**config.mk**
```make
export PLATFORM = sky130hd
export DESIGN_NAME = align_frame_features_core
export DESIGN_NICKNAME = d
export VERILOG_FILES = /design/src/aff_pkg.sv /design/src/aff_front.sv /design/src/aff_back.sv /design/src/align_frame_features_core.sv
export VERILOG_INCLUDE_DIRS = /design/src /design/src/src
export SDC_FILE = /design/constraint.sdc
export NUM_CORES = 2
export LEC_CHECK = 0
export BUFFER_PORTS_ARGS = -buffer_cell sky130_fd_sc_hd__buf_4
export CAP_MARGIN = 20
export CELL_PAD_IN_SITES_DETAIL_PLACEMENT = 1
export CELL_PAD_IN_SITES_GLOBAL_PLACEMENT = 1
export CORE_MARGIN = 5
export CORE_UTILIZATION = 56
export CTS_BUF_LIST = sky130_fd_sc_hd__clkbuf_16
export DETAILED_ROUTE_END_ITERATION = 6
export HOLD_SLACK_MARGIN = 0.05
export PLACE_DENSITY = 0.78
export SLEW_MARGIN = 40
export SYNTH_ARGS = -nofsm -noshare
export SYNTH_HDL_FRONTEND = slang
export SYNTH_SLANG_ARGS = --single-unit
```
**constraint.sdc**
```tcl
create_clock -name clk -period 11.8 [get_ports clk]
set_input_delay 1.18 -clock clk [delete_from_list [all_inputs] [get_ports clk]]
set_output_delay 1.18 -clock clk [all_outputs]
set_load 0.1 [all_outputs]
```
**src/align_frame_features_core_macros.svh**
```systemverilog
// Assertion macros used by the aff_back module of the align_frame_features_core RTL.
// Depends on nothing; each user supplies clk and rst_n in scope.
`ifndef ALIGN_FRAME_FEATURES_CORE_MACROS_SVH
`define ALIGN_FRAME_FEATURES_CORE_MACROS_SVH

// Check that cons holds in the same cycle as ante.
`define AFF_ASSERT_SAME(label, ante, cons, msg) \
    label: assert property (@(posedge clk) disable iff (!rst_n) (ante) |-> (cons)) \
        else $error(msg);

// Check that cons holds in the cycle after ante.
`define AFF_ASSERT_NEXT(label, ante, cons, msg) \
    label: assert property (@(posedge clk) disable iff (!rst_n) (ante) |=> (cons)) \
        else $error(msg);

`endif

```
**src/aff_pkg.sv**
```systemverilog
// Shared types and constants for the feature alignment core.
// Depends on nothing; used by every module of the core.
package aff_pkg;

    localparam int MAX_FEAT = 16;
    localparam int IDX_W    = (MAX_FEAT > 1) ? $clog2(MAX_FEAT) : 1;
    localparam int CNT_W    = $clog2(MAX_FEAT + 1);
    localparam int LIM_W    = 34;
    localparam int SQ_W     = 32;
    localparam int DIST_W   = 33;
    localparam int CRD_W    = 16;
    localparam int ANG_W    = 14;
    localparam int CFG_IDX_W = 2;

    // Request codes
    localparam logic [1:0] REQ_OLD = 2'd0;
    localparam logic [1:0] REQ_NEW = 2'd1;
    localparam logic [1:0] REQ_RUN = 2'd2;

    // Slot kinds
    localparam logic [1:0] KIND_MATCH  = 2'd0;
    localparam logic [1:0] KIND_HOLD   = 2'd1;
    localparam logic [1:0] KIND_FILL   = 2'd2;
    localparam logic [1:0] KIND_APPEND = 2'd3;

    // Configuration register indexes
    localparam logic [CFG_IDX_W-1:0] CFG_SEARCH = 2'd0;
    localparam logic [CFG_IDX_W-1:0] CFG_MATCH  = 2'd1;

    localparam logic [LIM_W-1:0] SEARCH_RESET = 34'd256000;
    localparam logic [LIM_W-1:0] MATCH_RESET  = 34'd5120;

    localparam logic signed [ANG_W-1:0] ANGLE_UNDEF = -14'sd16;

    typedef struct packed {
        logic [CRD_W-1:0]        x;
        logic [CRD_W-1:0]        y;
        logic [CRD_W-1:0]        size;
        logic signed [ANG_W-1:0] angle;
    } feat_t;

    typedef struct packed {
        logic [1:0] req;
        feat_t      feat;
    } req_item_t;

    typedef struct packed {
        logic      valid;
        req_item_t item;
    } req_head_t;

    typedef struct packed {
        feat_t      feat;
        logic [1:0] kind;
    } slot_t;

endpackage

```
**src/aff_front.sv**
```systemverilog
// Front end: takes command words, drops unused codes, queues the rest.
// Depends on aff_pkg.
module aff_front (
    input  logic                       clk,
    input  logic                       rst_n,
    input  logic                       start,
    output logic                       busy,
    input  logic [1:0]                 req_type,
    input  logic [aff_pkg::CRD_W-1:0]  pos_x,
    input  logic [aff_pkg::CRD_W-1:0]  pos_y,
    input  logic [aff_pkg::CRD_W-1:0]  feat_size,
    input  logic signed [aff_pkg::ANG_W-1:0] feat_angle,
    input  logic                       pop,
    output aff_pkg::req_head_t         head
);

    aff_pkg::req_item_t q_reg [2];
    logic       wr_ptr_reg;
    logic       rd_ptr_reg;
    logic [1:0] cnt_reg;
    logic       accept;
    logic       push;
    logic       do_pop;

    // Accept a word when there is room; keep only known requests
    assign busy   = (cnt_reg == 2'd2);
    assign accept = start && !busy;
    assign push   = accept && (req_type == aff_pkg::REQ_OLD || req_type == aff_pkg::REQ_NEW
                               || req_type == aff_pkg::REQ_RUN);
    assign do_pop = pop && (cnt_reg != 2'd0);

    assign head.valid = (cnt_reg != 2'd0);
    assign head.item  = q_reg[rd_ptr_reg];

    // Advance pointers and fill level
    always_ff @(posedge clk or negedge rst_n)
    begin
        if (!rst_n)
        begin
            wr_ptr_reg <= 1'b0;
            rd_ptr_reg <= 1'b0;
            cnt_reg    <= 2'd0;
        end
        else
        begin
            if (push)
                wr_ptr_reg <= !wr_ptr_reg;
            if (do_pop)
                rd_ptr_reg <= !rd_ptr_reg;
            if (push && !do_pop)
                cnt_reg <= cnt_reg + 2'd1;
            else if (do_pop && !push)
                cnt_reg <= cnt_reg - 2'd1;
        end
    end

    // Store the word
    always_ff @(posedge clk)
    begin
        if (push)
        begin
            q_reg[wr_ptr_reg].req        <= req_type;
            q_reg[wr_ptr_reg].feat.x     <= pos_x;
            q_reg[wr_ptr_reg].feat.y     <= pos_y;
            q_reg[wr_ptr_reg].feat.size  <= feat_size;
            q_reg[wr_ptr_reg].feat.angle <= feat_angle;
        end
    end

endmodule

```
**src/aff_back.sv**
```systemverilog
// Back end: feature stores, greedy nearest-neighbor search, fill and output.
// Depends on aff_pkg and align_frame_features_core_macros.svh.
`include "align_frame_features_core_macros.svh"

module aff_back (
    input  logic                              clk,
    input  logic                              rst_n,
    input  aff_pkg::req_head_t                head,
    output logic                              pop,
    input  logic [aff_pkg::LIM_W-1:0]         search_limit,
    input  logic [aff_pkg::LIM_W-1:0]         match_limit,
    output logic                              result_valid,
    output logic [aff_pkg::CRD_W-1:0]         out_x,
    output logic [aff_pkg::CRD_W-1:0]         out_y,
    output logic [aff_pkg::CRD_W-1:0]         out_size,
    output logic signed [aff_pkg::ANG_W-1:0]  out_angle,
    output logic [1:0]                        slot_kind,
    output logic                              last
);

    localparam logic [2:0] ST_IDLE     = 3'd0;
    localparam logic [2:0] ST_SEARCH   = 3'd1;
    localparam logic [2:0] ST_DECIDE   = 3'd2;
    localparam logic [2:0] ST_FILL     = 3'd3;
    localparam logic [2:0] ST_EMIT_OLD = 3'd4;
    localparam logic [2:0] ST_EMIT_NEW = 3'd5;

    localparam int MF = aff_pkg::MAX_FEAT;
    localparam int IW = aff_pkg::IDX_W;
    localparam int CW = aff_pkg::CNT_W;
    localparam logic [CW-1:0] CNT_MAX = CW'(MF);

    logic [2:0]    state_reg;
    logic [CW-1:0] old_cnt_reg;
    logic [CW-1:0] new_cnt_reg;
    logic [CW-1:0] i_reg;
    logic [CW-1:0] j_reg;
    logic [MF-1:0] taken_reg;
    logic [aff_pkg::LIM_W-1:0] best_reg;
    logic [IW-1:0] bi_reg;
    logic          found_reg;
    logic          p_valid_reg;
    logic [IW-1:0] p_j_reg;
    logic [aff_pkg::CRD_W-1:0] p_dx_reg;
    logic [aff_pkg::CRD_W-1:0] p_dy_reg;

    aff_pkg::feat_t old_mem [MF];
    aff_pkg::feat_t new_mem [MF];
    aff_pkg::slot_t out_mem [MF];

    logic [IW-1:0] i_idx;
    logic [IW-1:0] j_idx;
    aff_pkg::feat_t old_i;
    aff_pkg::feat_t new_j;
    aff_pkg::feat_t new_bi;
    aff_pkg::slot_t out_i;
    aff_pkg::feat_t hold_feat;
    aff_pkg::feat_t old_load_feat;
    logic [aff_pkg::CRD_W-1:0] dx;
    logic [aff_pkg::CRD_W-1:0] dy;
    logic [aff_pkg::DIST_W-1:0] sq_sum;
    logic          better;
    logic          keep;
    logic [MF-1:0] untaken;
    logic          more_new_all;
    logic          more_after_j;
    logic [CW-1:0] j_plus;
    logic          load_old;
    logic          load_new;
    logic          start_run;
    logic          fill_slot;
    logic          fill_take;
    logic          emit_old;
    logic          emit_new;
    logic          emit_last;

    // Read ports
    assign i_idx  = i_reg[IW-1:0];
    assign j_idx  = j_reg[IW-1:0];
    assign old_i  = old_mem[i_idx];
    assign new_j  = new_mem[j_idx];
    assign new_bi = new_mem[bi_reg];
    assign out_i  = out_mem[i_idx];

    always_comb
    begin
        hold_feat       = old_i;
        hold_feat.size  = '0;
        hold_feat.angle = aff_pkg::ANGLE_UNDEF;
    end

    // Old features keep no angle
    always_comb
    begin
        old_load_feat       = head.item.feat;
        old_load_feat.angle = aff_pkg::ANGLE_UNDEF;
    end

    // Distance stage one: absolute differences
    assign dx = (old_i.x > new_j.x) ? old_i.x - new_j.x : new_j.x - old_i.x;
    assign dy = (old_i.y > new_j.y) ? old_i.y - new_j.y : new_j.y - old_i.y;

    // Distance stage two: squares, sum and compare with the running best
    assign sq_sum = {1'b0, aff_pkg::SQ_W'(p_dx_reg * p_dx_reg)}
                  + {1'b0, aff_pkg::SQ_W'(p_dy_reg * p_dy_reg)};
    assign better = p_valid_reg && ({1'b0, sq_sum} < best_reg);
    assign keep   = found_reg && ((best_reg < match_limit) || (old_i.size == '0));

    // Leftover new features
    always_comb
    begin
        for (int k = 0; k < MF; k++)
            untaken[k] = !taken_reg[k] && (CW'(k) < new_cnt_reg);
    end
    assign j_plus       = j_reg + CW'(1);
    assign more_new_all = |untaken;
    assign more_after_j = |(untaken >> j_plus);

    // Decode actions
    assign pop       = head.valid && (state_reg == ST_IDLE);
    assign load_old  = pop && head.item.req == aff_pkg::REQ_OLD && old_cnt_reg < CNT_MAX;
    assign load_new  = pop && head.item.req == aff_pkg::REQ_NEW && new_cnt_reg < CNT_MAX;
    assign start_run = pop && head.item.req == aff_pkg::REQ_RUN;
    assign fill_slot = (state_reg == ST_FILL) && (i_reg != old_cnt_reg)
                       && (old_i.size == '0) && (out_i.feat.size == '0);
    assign fill_take = fill_slot && (j_reg < new_cnt_reg) && !taken_reg[j_idx];
    assign emit_old  = (state_reg == ST_EMIT_OLD) && (i_reg != old_cnt_reg);
    assign emit_new  = (state_reg == ST_EMIT_NEW) && (j_reg != new_cnt_reg)
                       && !taken_reg[j_idx];
    assign emit_last = emit_old ? ((i_reg + CW'(1) == old_cnt_reg) && !more_new_all)
                                : !more_after_j;

    // Sequencer
    always_ff @(posedge clk or negedge rst_n)
    begin
        if (!rst_n)
        begin
            state_reg    <= ST_IDLE;
            old_cnt_reg  <= '0;
            new_cnt_reg  <= '0;
            i_reg        <= '0;
            j_reg        <= '0;
            taken_reg    <= '0;
            best_reg     <= '0;
            bi_reg       <= '0;
            found_reg    <= 1'b0;
            p_valid_reg  <= 1'b0;
            result_valid <= 1'b0;
        end
        else
        begin
            result_valid <= emit_old || emit_new;
            unique case (state_reg)
                ST_IDLE:
                begin
                    if (load_old)
                        old_cnt_reg <= old_cnt_reg + CW'(1);
                    if (load_new)
                        new_cnt_reg <= new_cnt_reg + CW'(1);
                    if (start_run)
                    begin
                        i_reg       <= '0;
                        j_reg       <= '0;
                        best_reg    <= search_limit;
                        found_reg   <= 1'b0;
                        p_valid_reg <= 1'b0;
                        state_reg   <= (old_cnt_reg == '0) ? ST_FILL : ST_SEARCH;
                    end
                end
                ST_SEARCH:
                begin
                    if (better)
                    begin
                        best_reg  <= {1'b0, sq_sum};
                        bi_reg    <= p_j_reg;
                        found_reg <= 1'b1;
                    end
                    if (j_reg < new_cnt_reg)
                    begin
                        p_valid_reg <= !taken_reg[j_idx];
                        p_j_reg     <= j_idx;
                        j_reg       <= j_plus;
                    end
                    else
                    begin
                        p_valid_reg <= 1'b0;
                        if (!p_valid_reg)
                            state_reg <= ST_DECIDE;
                    end
                end
                ST_DECIDE:
                begin
                    if (keep)
                        taken_reg[bi_reg] <= 1'b1;
                    j_reg     <= '0;
                    best_reg  <= search_limit;
                    found_reg <= 1'b0;
                    if (i_reg + CW'(1) == old_cnt_reg)
                    begin
                        i_reg     <= '0;
                        state_reg <= ST_FILL;
                    end
                    else
                    begin
                        i_reg     <= i_reg + CW'(1);
                        state_reg <= ST_SEARCH;
                    end
                end
                ST_FILL:
                begin
                    if (i_reg == old_cnt_reg || (fill_slot && j_reg >= new_cnt_reg))
                    begin
                        i_reg     <= '0;
                        state_reg <= ST_EMIT_OLD;
                    end
                    else if (fill_slot)
                    begin
                        j_reg <= j_plus;
                        if (fill_take)
                        begin
                            taken_reg[j_idx] <= 1'b1;
                            i_reg            <= i_reg + CW'(1);
                        end
                    end
                    else
                        i_reg <= i_reg + CW'(1);
                end
                ST_EMIT_OLD:
                begin
                    if (i_reg == old_cnt_reg)
                    begin
                        j_reg     <= '0;
                        state_reg <= ST_EMIT_NEW;
                    end
                    else
                        i_reg <= i_reg + CW'(1);
                end
                ST_EMIT_NEW:
                begin
                    if (j_reg == new_cnt_reg)
                    begin
                        old_cnt_reg <= '0;
                        new_cnt_reg <= '0;
                        taken_reg   <= '0;
                        state_reg   <= ST_IDLE;
                    end
                    else
                        j_reg <= j_plus;
                end
                default:
                    state_reg <= ST_IDLE;
            endcase
        end
    end

    // Stores, distance stage and result words
    always_ff @(posedge clk)
    begin
        if (load_old)
            old_mem[old_cnt_reg[IW-1:0]] <= old_load_feat;
        if (load_new)
            new_mem[new_cnt_reg[IW-1:0]] <= head.item.feat;
        if (state_reg == ST_DECIDE)
        begin
            if (keep)
                out_mem[i_idx] <= '{feat: new_bi, kind: aff_pkg::KIND_MATCH};
            else
                out_mem[i_idx] <= '{feat: hold_feat, kind: aff_pkg::KIND_HOLD};
        end
        if (fill_take)
            out_mem[i_idx] <= '{feat: new_j, kind: aff_pkg::KIND_FILL};
        p_dx_reg <= dx;
        p_dy_reg <= dy;
        if (emit_old)
        begin
            out_x     <= out_i.feat.x;
            out_y     <= out_i.feat.y;
            out_size  <= out_i.feat.size;
            out_angle <= out_i.feat.angle;
            slot_kind <= out_i.kind;
            last      <= emit_last;
        end
        else if (emit_new)
        begin
            out_x     <= new_j.x;
            out_y     <= new_j.y;
            out_size  <= new_j.size;
            out_angle <= new_j.angle;
            slot_kind <= aff_pkg::KIND_APPEND;
            last      <= emit_last;
        end
    end

    `AFF_ASSERT_NEXT(a_strobe_from_emit, !(emit_old || emit_new), !result_valid, "result without emit")
    `AFF_ASSERT_SAME(a_idle_clear, state_reg == ST_IDLE, taken_reg == '0, "taken flags left set")
    `AFF_ASSERT_SAME(a_cnt_bound, 1'b1, old_cnt_reg <= CNT_MAX && new_cnt_reg <= CNT_MAX, "count overflow")

endmodule

```
**src/align_frame_features_core.sv**
```systemverilog
// Feature alignment core: configuration registers, front queue and back end.
// Depends on aff_pkg, aff_front and aff_back.
// A load is written into the two-word queue and then into its feature store; the queue
// takes a word a cycle while not busy, and raises busy when both slots are full, as they
// fill while a run holds the back end. The search makes one distance check per cycle;
// results leave unstalled, skipping new features already taken. Reset empties the lists.
module align_frame_features_core (
    input  logic                              clk,
    input  logic                              rst_n,
    input  logic                              start,
    output logic                              busy,
    input  logic [1:0]                        req_type,
    input  logic [aff_pkg::CRD_W-1:0]         pos_x,
    input  logic [aff_pkg::CRD_W-1:0]         pos_y,
    input  logic [aff_pkg::CRD_W-1:0]         feat_size,
    input  logic signed [aff_pkg::ANG_W-1:0]  feat_angle,
    input  logic                              cfg_valid,
    output logic                              cfg_ready,
    input  logic [aff_pkg::CFG_IDX_W-1:0]     cfg_index,
    input  logic [aff_pkg::LIM_W-1:0]         cfg_data,
    output logic                              result_valid,
    output logic [aff_pkg::CRD_W-1:0]         out_x,
    output logic [aff_pkg::CRD_W-1:0]         out_y,
    output logic [aff_pkg::CRD_W-1:0]         out_size,
    output logic signed [aff_pkg::ANG_W-1:0]  out_angle,
    output logic [1:0]                        slot_kind,
    output logic                              last
);

    logic [aff_pkg::LIM_W-1:0] search_limit_reg;
    logic [aff_pkg::LIM_W-1:0] match_limit_reg;
    aff_pkg::req_head_t head;
    logic pop;

    // Configuration writes are always taken
    assign cfg_ready = 1'b1;

    always_ff @(posedge clk or negedge rst_n)
    begin
        if (!rst_n)
        begin
            search_limit_reg <= aff_pkg::SEARCH_RESET;
            match_limit_reg  <= aff_pkg::MATCH_RESET;
        end
        else if (cfg_valid)
        begin
            if (cfg_index == aff_pkg::CFG_SEARCH)
                search_limit_reg <= cfg_data;
            else if (cfg_index == aff_pkg::CFG_MATCH)
                match_limit_reg <= cfg_data;
        end
    end

    aff_front u_front (
        .clk        (clk),
        .rst_n      (rst_n),
        .start      (start),
        .busy       (busy),
        .req_type   (req_type),
        .pos_x      (pos_x),
        .pos_y      (pos_y),
        .feat_size  (feat_size),
        .feat_angle (feat_angle),
        .pop        (pop),
        .head       (head)
    );

    aff_back u_back (
        .clk          (clk),
        .rst_n        (rst_n),
        .head         (head),
        .pop          (pop),
        .search_limit (search_limit_reg),
        .match_limit  (match_limit_reg),
        .result_valid (result_valid),
        .out_x        (out_x),
        .out_y        (out_y),
        .out_size     (out_size),
        .out_angle    (out_angle),
        .slot_kind    (slot_kind),
        .last         (last)
    );

endmodule

```
# Word level (Yosys, flattened, before mapping)
# Memory sizes are Yosys's and may differ from the RTL's.
# Index checks and enable logic that the tools add are counted.
# op_classes
addsub	11
mul	2
order_cmp	28
eq_ne	33
shift	1
mux	80
bitwise	5
n_reduce_logical	100
# ops
op	count
$mux W16	13
$mux W64	2
$pmux W34 S3	1
$mux W5	14
$mux W34	2
$mul A16 B16 Y32	2
$sub A16 B16 Y16	4
$pmux W16 S3	1
$logic_and A1 B1 Y1	41
$lt A4 B5 Y1 const A	8
$lt A33 B34 Y1	1
$lt A34 B34 Y1	1
$add A32 B32 Y33	1
$gt A16 B16 Y1	2
$logic_not A16 Y1	2
$or A16 B16 Y16	2
$reduce_or A16 Y1	2
$pmux W5 S6	1
$mux W14	2
$logic_not A1 Y1	24
$mux W1	23
$add A5 B1 Y5 const B	4
$lt A3 B5 Y1 const A	4
$pmux W5 S2	2
43 further kinds	101
# word_totals
ff_bits	253
ramBits	2912
inputBits	104
out_inout_bits	68
elab_cells	289
memories	4
# mem_list
memory	depth	word_bits	rd	rd_ports_with_merged_regs	write_ports	line_no	rtl
u_back.out_mem	16	64	1	0	1	aff_back.sv:49	aff_pkg::slot_t out_mem [MF];
u_back.new_mem	16	62	2	0	1	aff_back.sv:48	aff_pkg::feat_t new_mem [MF];
u_back.old_mem	16	48	1	0	1	aff_back.sv:47	aff_pkg::feat_t old_mem [MF];
u_front.q_reg	2	64	1	0	1	aff_front.sv:17	aff_pkg::req_item_t q_reg [2];

# Logic depth before layout (Yosys ltp)
# logic_depth
depth_word	10
mapped_depth	38
ltp_nobuf	34

# By module
# From an unflattened synthesis, not the netlist that was laid out.
# hier_totals
hier_cells	7893
area_unflattened_um2	146927.2
# by_module_without_submodules
module	instances	cells_each	area_each_um2	seq_area_each_um2
aff_back	1	7528	139303.6	88314.7
aff_front	1	219	5029.8	3943.8
align_frame_features_core	1	146	2593.7	1711.6

# Least setup slack after synthesis
# OpenSTA, ideal clock, no wires.
# synth_timing
kind	register -> register
start	reg u_back.p_dx_reg[2] (netlist name)
end	reg u_back.best_reg[25] (netlist name)
setup_time_ps	133
t_arrival_ps	8759
t_required_ps	11667
path_slack_ps	2908
stages_incl_launch_ff	29
path_buffers	3
period_less_slack_ps	8892
path_cell_list	dfxtp_1 clkbuf_1 and2_1 fa_1 fa_1 fa_1 inv_1 fa_1 inv_1 fa_1 fa_1 fa_1 fa_1 ha_1 a2111oi_0 a211oi_1 o31a_1 a21o_1 mux2i_1 a2111o_1 ha_1 inv_1 nor4_1 nand3_1 o211ai_1 o31a_1 clkbuf_1 clkbuf_1 a21oi_1
# synth_via
elab_chain_cells	6
word_cells_on_any_way	8
classes_between	add/sub (1); mul (1); order compare (1); eq/ne (1); mux (2); reduce/logical (2)
# synth_lines
element	line_no	rtl
from (decl)	aff_back.sv:44	logic [aff_pkg::CRD_W-1:0] p_dx_reg;
from (signal assigned)	aff_back.sv:272	p_dx_reg <= dx;
$mul A16 B16 Y32 *	aff_back.sv:104	assign sq_sum = {1'b0, aff_pkg::SQ_W'(p_dx_reg * p_dx_reg)}
$add A32 B32 Y33 *	aff_back.sv:105	+ {1'b0, aff_pkg::SQ_W'(p_dy_reg * p_dy_reg)};
$lt A33 B34 Y1	aff_back.sv:106	assign better = p_valid_reg && ({1'b0, sq_sum} < best_reg);
$logic_and A1 B1 Y1	aff_back.sv:106	
$ne A2 B1 Y1 (no line)	--	
$reduce_and A3 Y1 (no line)	--	
to (signal assigned)	aff_back.sv:164	best_reg <= search_limit;
to (signal assigned)	aff_back.sv:174	best_reg <= {1'b0, sq_sum};
to (signal assigned)	aff_back.sv:196	best_reg <= search_limit;
to (decl)	aff_back.sv:39	logic [aff_pkg::LIM_W-1:0] best_reg;
# Mark *: on every way between the ends. The rest lies on a longest branch, timed or not. The select of a mux whose other input is x is not followed.
# A chain may end at the register's enable or synchronous reset.

# Worst setup path after layout
# layout_timing
start	reg u_back.p_dx_reg[6] (netlist name)
end	reg u_back.best_reg[4] (netlist name)
# layout_via
elab_chain_cells	6
# layout_lines
element	line_no
$mul A16 B16 Y32	aff_back.sv:104
$add A32 B32 Y33	aff_back.sv:105
$lt A33 B34 Y1	aff_back.sv:106
$logic_and A1 B1 Y1	aff_back.sv:106
$ne A2 B1 Y1 (no line)	--
$reduce_and A3 Y1 (no line)	--
# No other way between the ends.

==> impl_metrics.sql <==
INSERT INTO impl_metrics (metric_group, metric, value, unit) VALUES
('cells_and_area', 'layout.nets', '9141', ''),
('run', 'cap_viol_max_count', '0', ''),
('drt', 'postRouteAntennaNets', '0', ''),
('worst_setup_path', 'worst_setup_path_startpoint', 'u_back.p_dx_reg[6]', ''),
('placed_design', 'gp_congestion', '0.910', ''),
('cells_and_area', 'final_util', '62.6', '%'),
('floorplanning', 'initial_core_util', '56.3', '%'),
('worst_setup_path', 'critical_path_peak_fanout', '46', ''),
('worst_setup_path', 'cp_common_cell', 'inv_1', ''),
('worst_setup_path', 'worstPathArrival', '10930', 'ps'),
('logic_synthesis', 'synthesis.nets', '8891', ''),
('global_routing', 'global_route.overflow_total', '0', ''),
('clock_tree', 'insertion_delay_to_the_later_sink_of_the_worst_skew_pair', '940', 'ps'),
('logic_synthesis', 'synthesis.instances', '8051', ''),
('floorplanning', 'core_region_area', '262000', 'sq um'),
('drt', 'dr.first_iter.drc_count', '10200', ''),
('clock_tree', 'clk_pin_slew', '70', 'ps'),
('floorplanning', 'die_y', '523', 'um'),
('logic_synthesis', 'synth_cell_type_count', '82', ''),
('timing', 'unrepaired_setup_endpoints_after_global_routing', 'no', ''),
('outcome', 'status', 'finished clean', ''),
('global_routing', 'vias_in_the_first_global_route', '85900', ''),
('logic_synthesis', 'cells_taking_the_most_area_after_synthesis', 'edfxtp_1, mux4_2, fa_1, ha_1, dfrtp_1', ''),
('logic_synthesis', 'synth_largest_type_area_fraction', '60.7', '%'),
('drt', 'drc', '0', ''),
('timing', 'max_slew.worst_pin.slew', '900', 'ps'),
('timing', 'final-max-slew-violation-count', '0', ''),
('timing', 'setup-violations-final', '0', ''),
('clock_tree', 'htree_num_levels', '5', ''),
('clock_tree', 'post-cts-setup-buffer-count', '0', ''),
('cells_and_area', 'fraction_of_final_layout_cells_sized_beyond_drive_strength_1', '26.0', '%'),
('drt', 'route.final.wire_length', '416', 'mm'),
('timing', 'layout_min_cycle_time', '10110', 'ps'),
('worst_setup_path', 'setup_crit_path_kind', 'reg2reg', ''),
('drt', 'drt-vias-per-instance', '6.71', ''),
('clock_tree', 'clock_path_buffers', '4', ''),
('worst_setup_path', 'end_kind', 'register', ''),
('cells_and_area', 'area.growth.synth_to_final', '11.4', '%'),
('clock_tree', 'cts.sinks', '3165', ''),
('timing', 'timing.max_slew.rel_slack', '40.0', '%'),
('worst_setup_path', 'critical_path_buf_inv_count', '10', ''),
('worst_setup_path', 'critical_path.max_stage_delay', '640', 'ps'),
('drt', 'vias', '81100', ''),
('cells_and_area', 'mostFrequentLayoutCells', 'edfxtp_1, mux4_2, inv_1, fa_1, ha_1', ''),
('timing', 'skew', '103', 'ps'),
('placed_design', 'dp_hpwl', '255', 'mm'),
('worst_setup_path', 'r2r-end', 'u_back.best_reg[4]', ''),
('logic_synthesis', 'synth_top_cell_by_area', 'edfxtp_1', ''),
('worst_setup_path', 'regToRegStartpoint', 'u_back.p_dx_reg[6]', ''),
('logic_synthesis', 'post_synthesis_sequential_element_count', '3165', ''),
('worst_setup_path', 'reg2regPathDepth', '34', ''),
('drt', 'routedWlPerCell', '34.5', 'um'),
('worst_setup_path', 'critical-path-slowest-cell', 'dfxtp_1', ''),
('logic_synthesis', 'syn_area', '148000', 'sq um'),
('cells_and_area', 'largest_register_ff_count', '1024', ''),
('floorplanning', 'die_w', '523', 'um'),
('logic_synthesis', 'synth-seq-area-share', '63.7', '%'),
('clock_tree', 'holdBufCountCts', '0', ''),
('logic_synthesis', 'synth_edf_count', '2981', ''),
('floorplanning', 'pin_count', '172', ''),
('min_path', 'worst_min_delay_path_class', 'in2async', ''),
('worst_setup_path', 'start_kind', 'register', ''),
('worst_setup_path', 'category_of_cells_accounting_for_the_largest_share_of_critical_path_delay', 'adder cells', ''),
('global_routing', 'grt_antenna_before_repair', '19', ''),
('placed_design', 'dp_slack', '1390', 'ps'),
('floorplanning', 'rows', '188', ''),
('worst_setup_path', 'crit_required', '12620', 'ps'),
('clock_tree', 'cts.root.buffer_cell', 'clkbuf_16', ''),
('timing', 'finalWorstSetupSlack', '1690', 'ps'),
('global_routing', 'global_route_wire_length_before_repair', '606', 'mm'),
('placed_design', 'io_buffers', '170', '');
==> worst min path at each step <==
stage	cells past startpoint	start	slack [ps]	endpoint
global placement	1	u_back.p_j_reg[0]	460	u_back.bi_reg[0]
finish	1	rst_n	250	search_limit_reg[21]
detailed placement	1	u_back.found_reg	470	u_back.found_reg
global route	1	rst_n	270	search_limit_reg[21]
CTS	1	rst_n	220	search_limit_reg[21]
floorplan	1	u_back.found_reg	450	u_back.found_reg
==> cell usage after synthesis (all sizes together), types with 27 or more instances <==
library cell and n:
a22oi 28, xor2 35, mux2 202, a31oi 29, o21ai 130, buf 127, nand3 72, inv 690
xnor2 48, dfrtp 144, and2 147, dfxtp 32, a21oi 135, a21o 58, mux4 1087, ha 346
fa 390, clkbuf 280, o21a 41, edfxtp 2981, a211oi 27, nor2 193, nor4 44, nor3 66
mux2i 76, nand2b 29, nand2 303, nor2b 28
==> final cells by class <==
type | count | area (sq um)
fillers | 22200 | 98000
flip-flops and latches | 3165 | 94000
multi-input cells | 3787 | 49800
clock buffers | 339 | 8480
well taps | 3515 | 4400
repair buffers | 326 | 3020
inverters | 692 | 2600
clock inverters | 248 | 1970
diodes | 6 | 15.0
==> per-stage QoR <==
step	hold slack [ps]	cells	area, sq um
after global routing	267	12100	164000
after floorplan	450	8051	148000
final	250	12100	164000
after global placement	458	11500	153000
after CTS	219	12100	164000
after detailed placement	471	11500	154000
==> routing by layer <==
metal | up-vias | part of all wire, % | routed length (um) | global-route usage (%)
li1 | 32100 | - | - | -
met1 | 43400 | 38 | 156000 | 42.3
met5 | - | 0.0062 | 26 | 0
met3 | 805 | 9.4 | 38900 | 5.19
met4 | 4 | 3.3 | 13900 | 9.61
met2 | 4690 | 50 | 207000 | 50.6
==> cells by family after synthesis <==
| group | Yosys count | synth area share, % |
|---|---|---|
| AO/OA/AOI/OAI | 594 | 2.65 |
| other | 1 | 0.00254 |
| flip-flops | 3165 | 63.7 |
| adder cells (fa/ha/maj) | 736 | 8.23 |
| XOR/XNOR | 83 | 0.493 |
| buffers and inverters | 1099 | 2.91 |
| AND/OR/NAND/NOR | 1008 | 3.38 |
| multiplexers | 1365 | 18.6 |
Power is left out: the tool's default activity adds up to more than one toggle a clock period on the data nets, which glitch-free logic cannot reach.
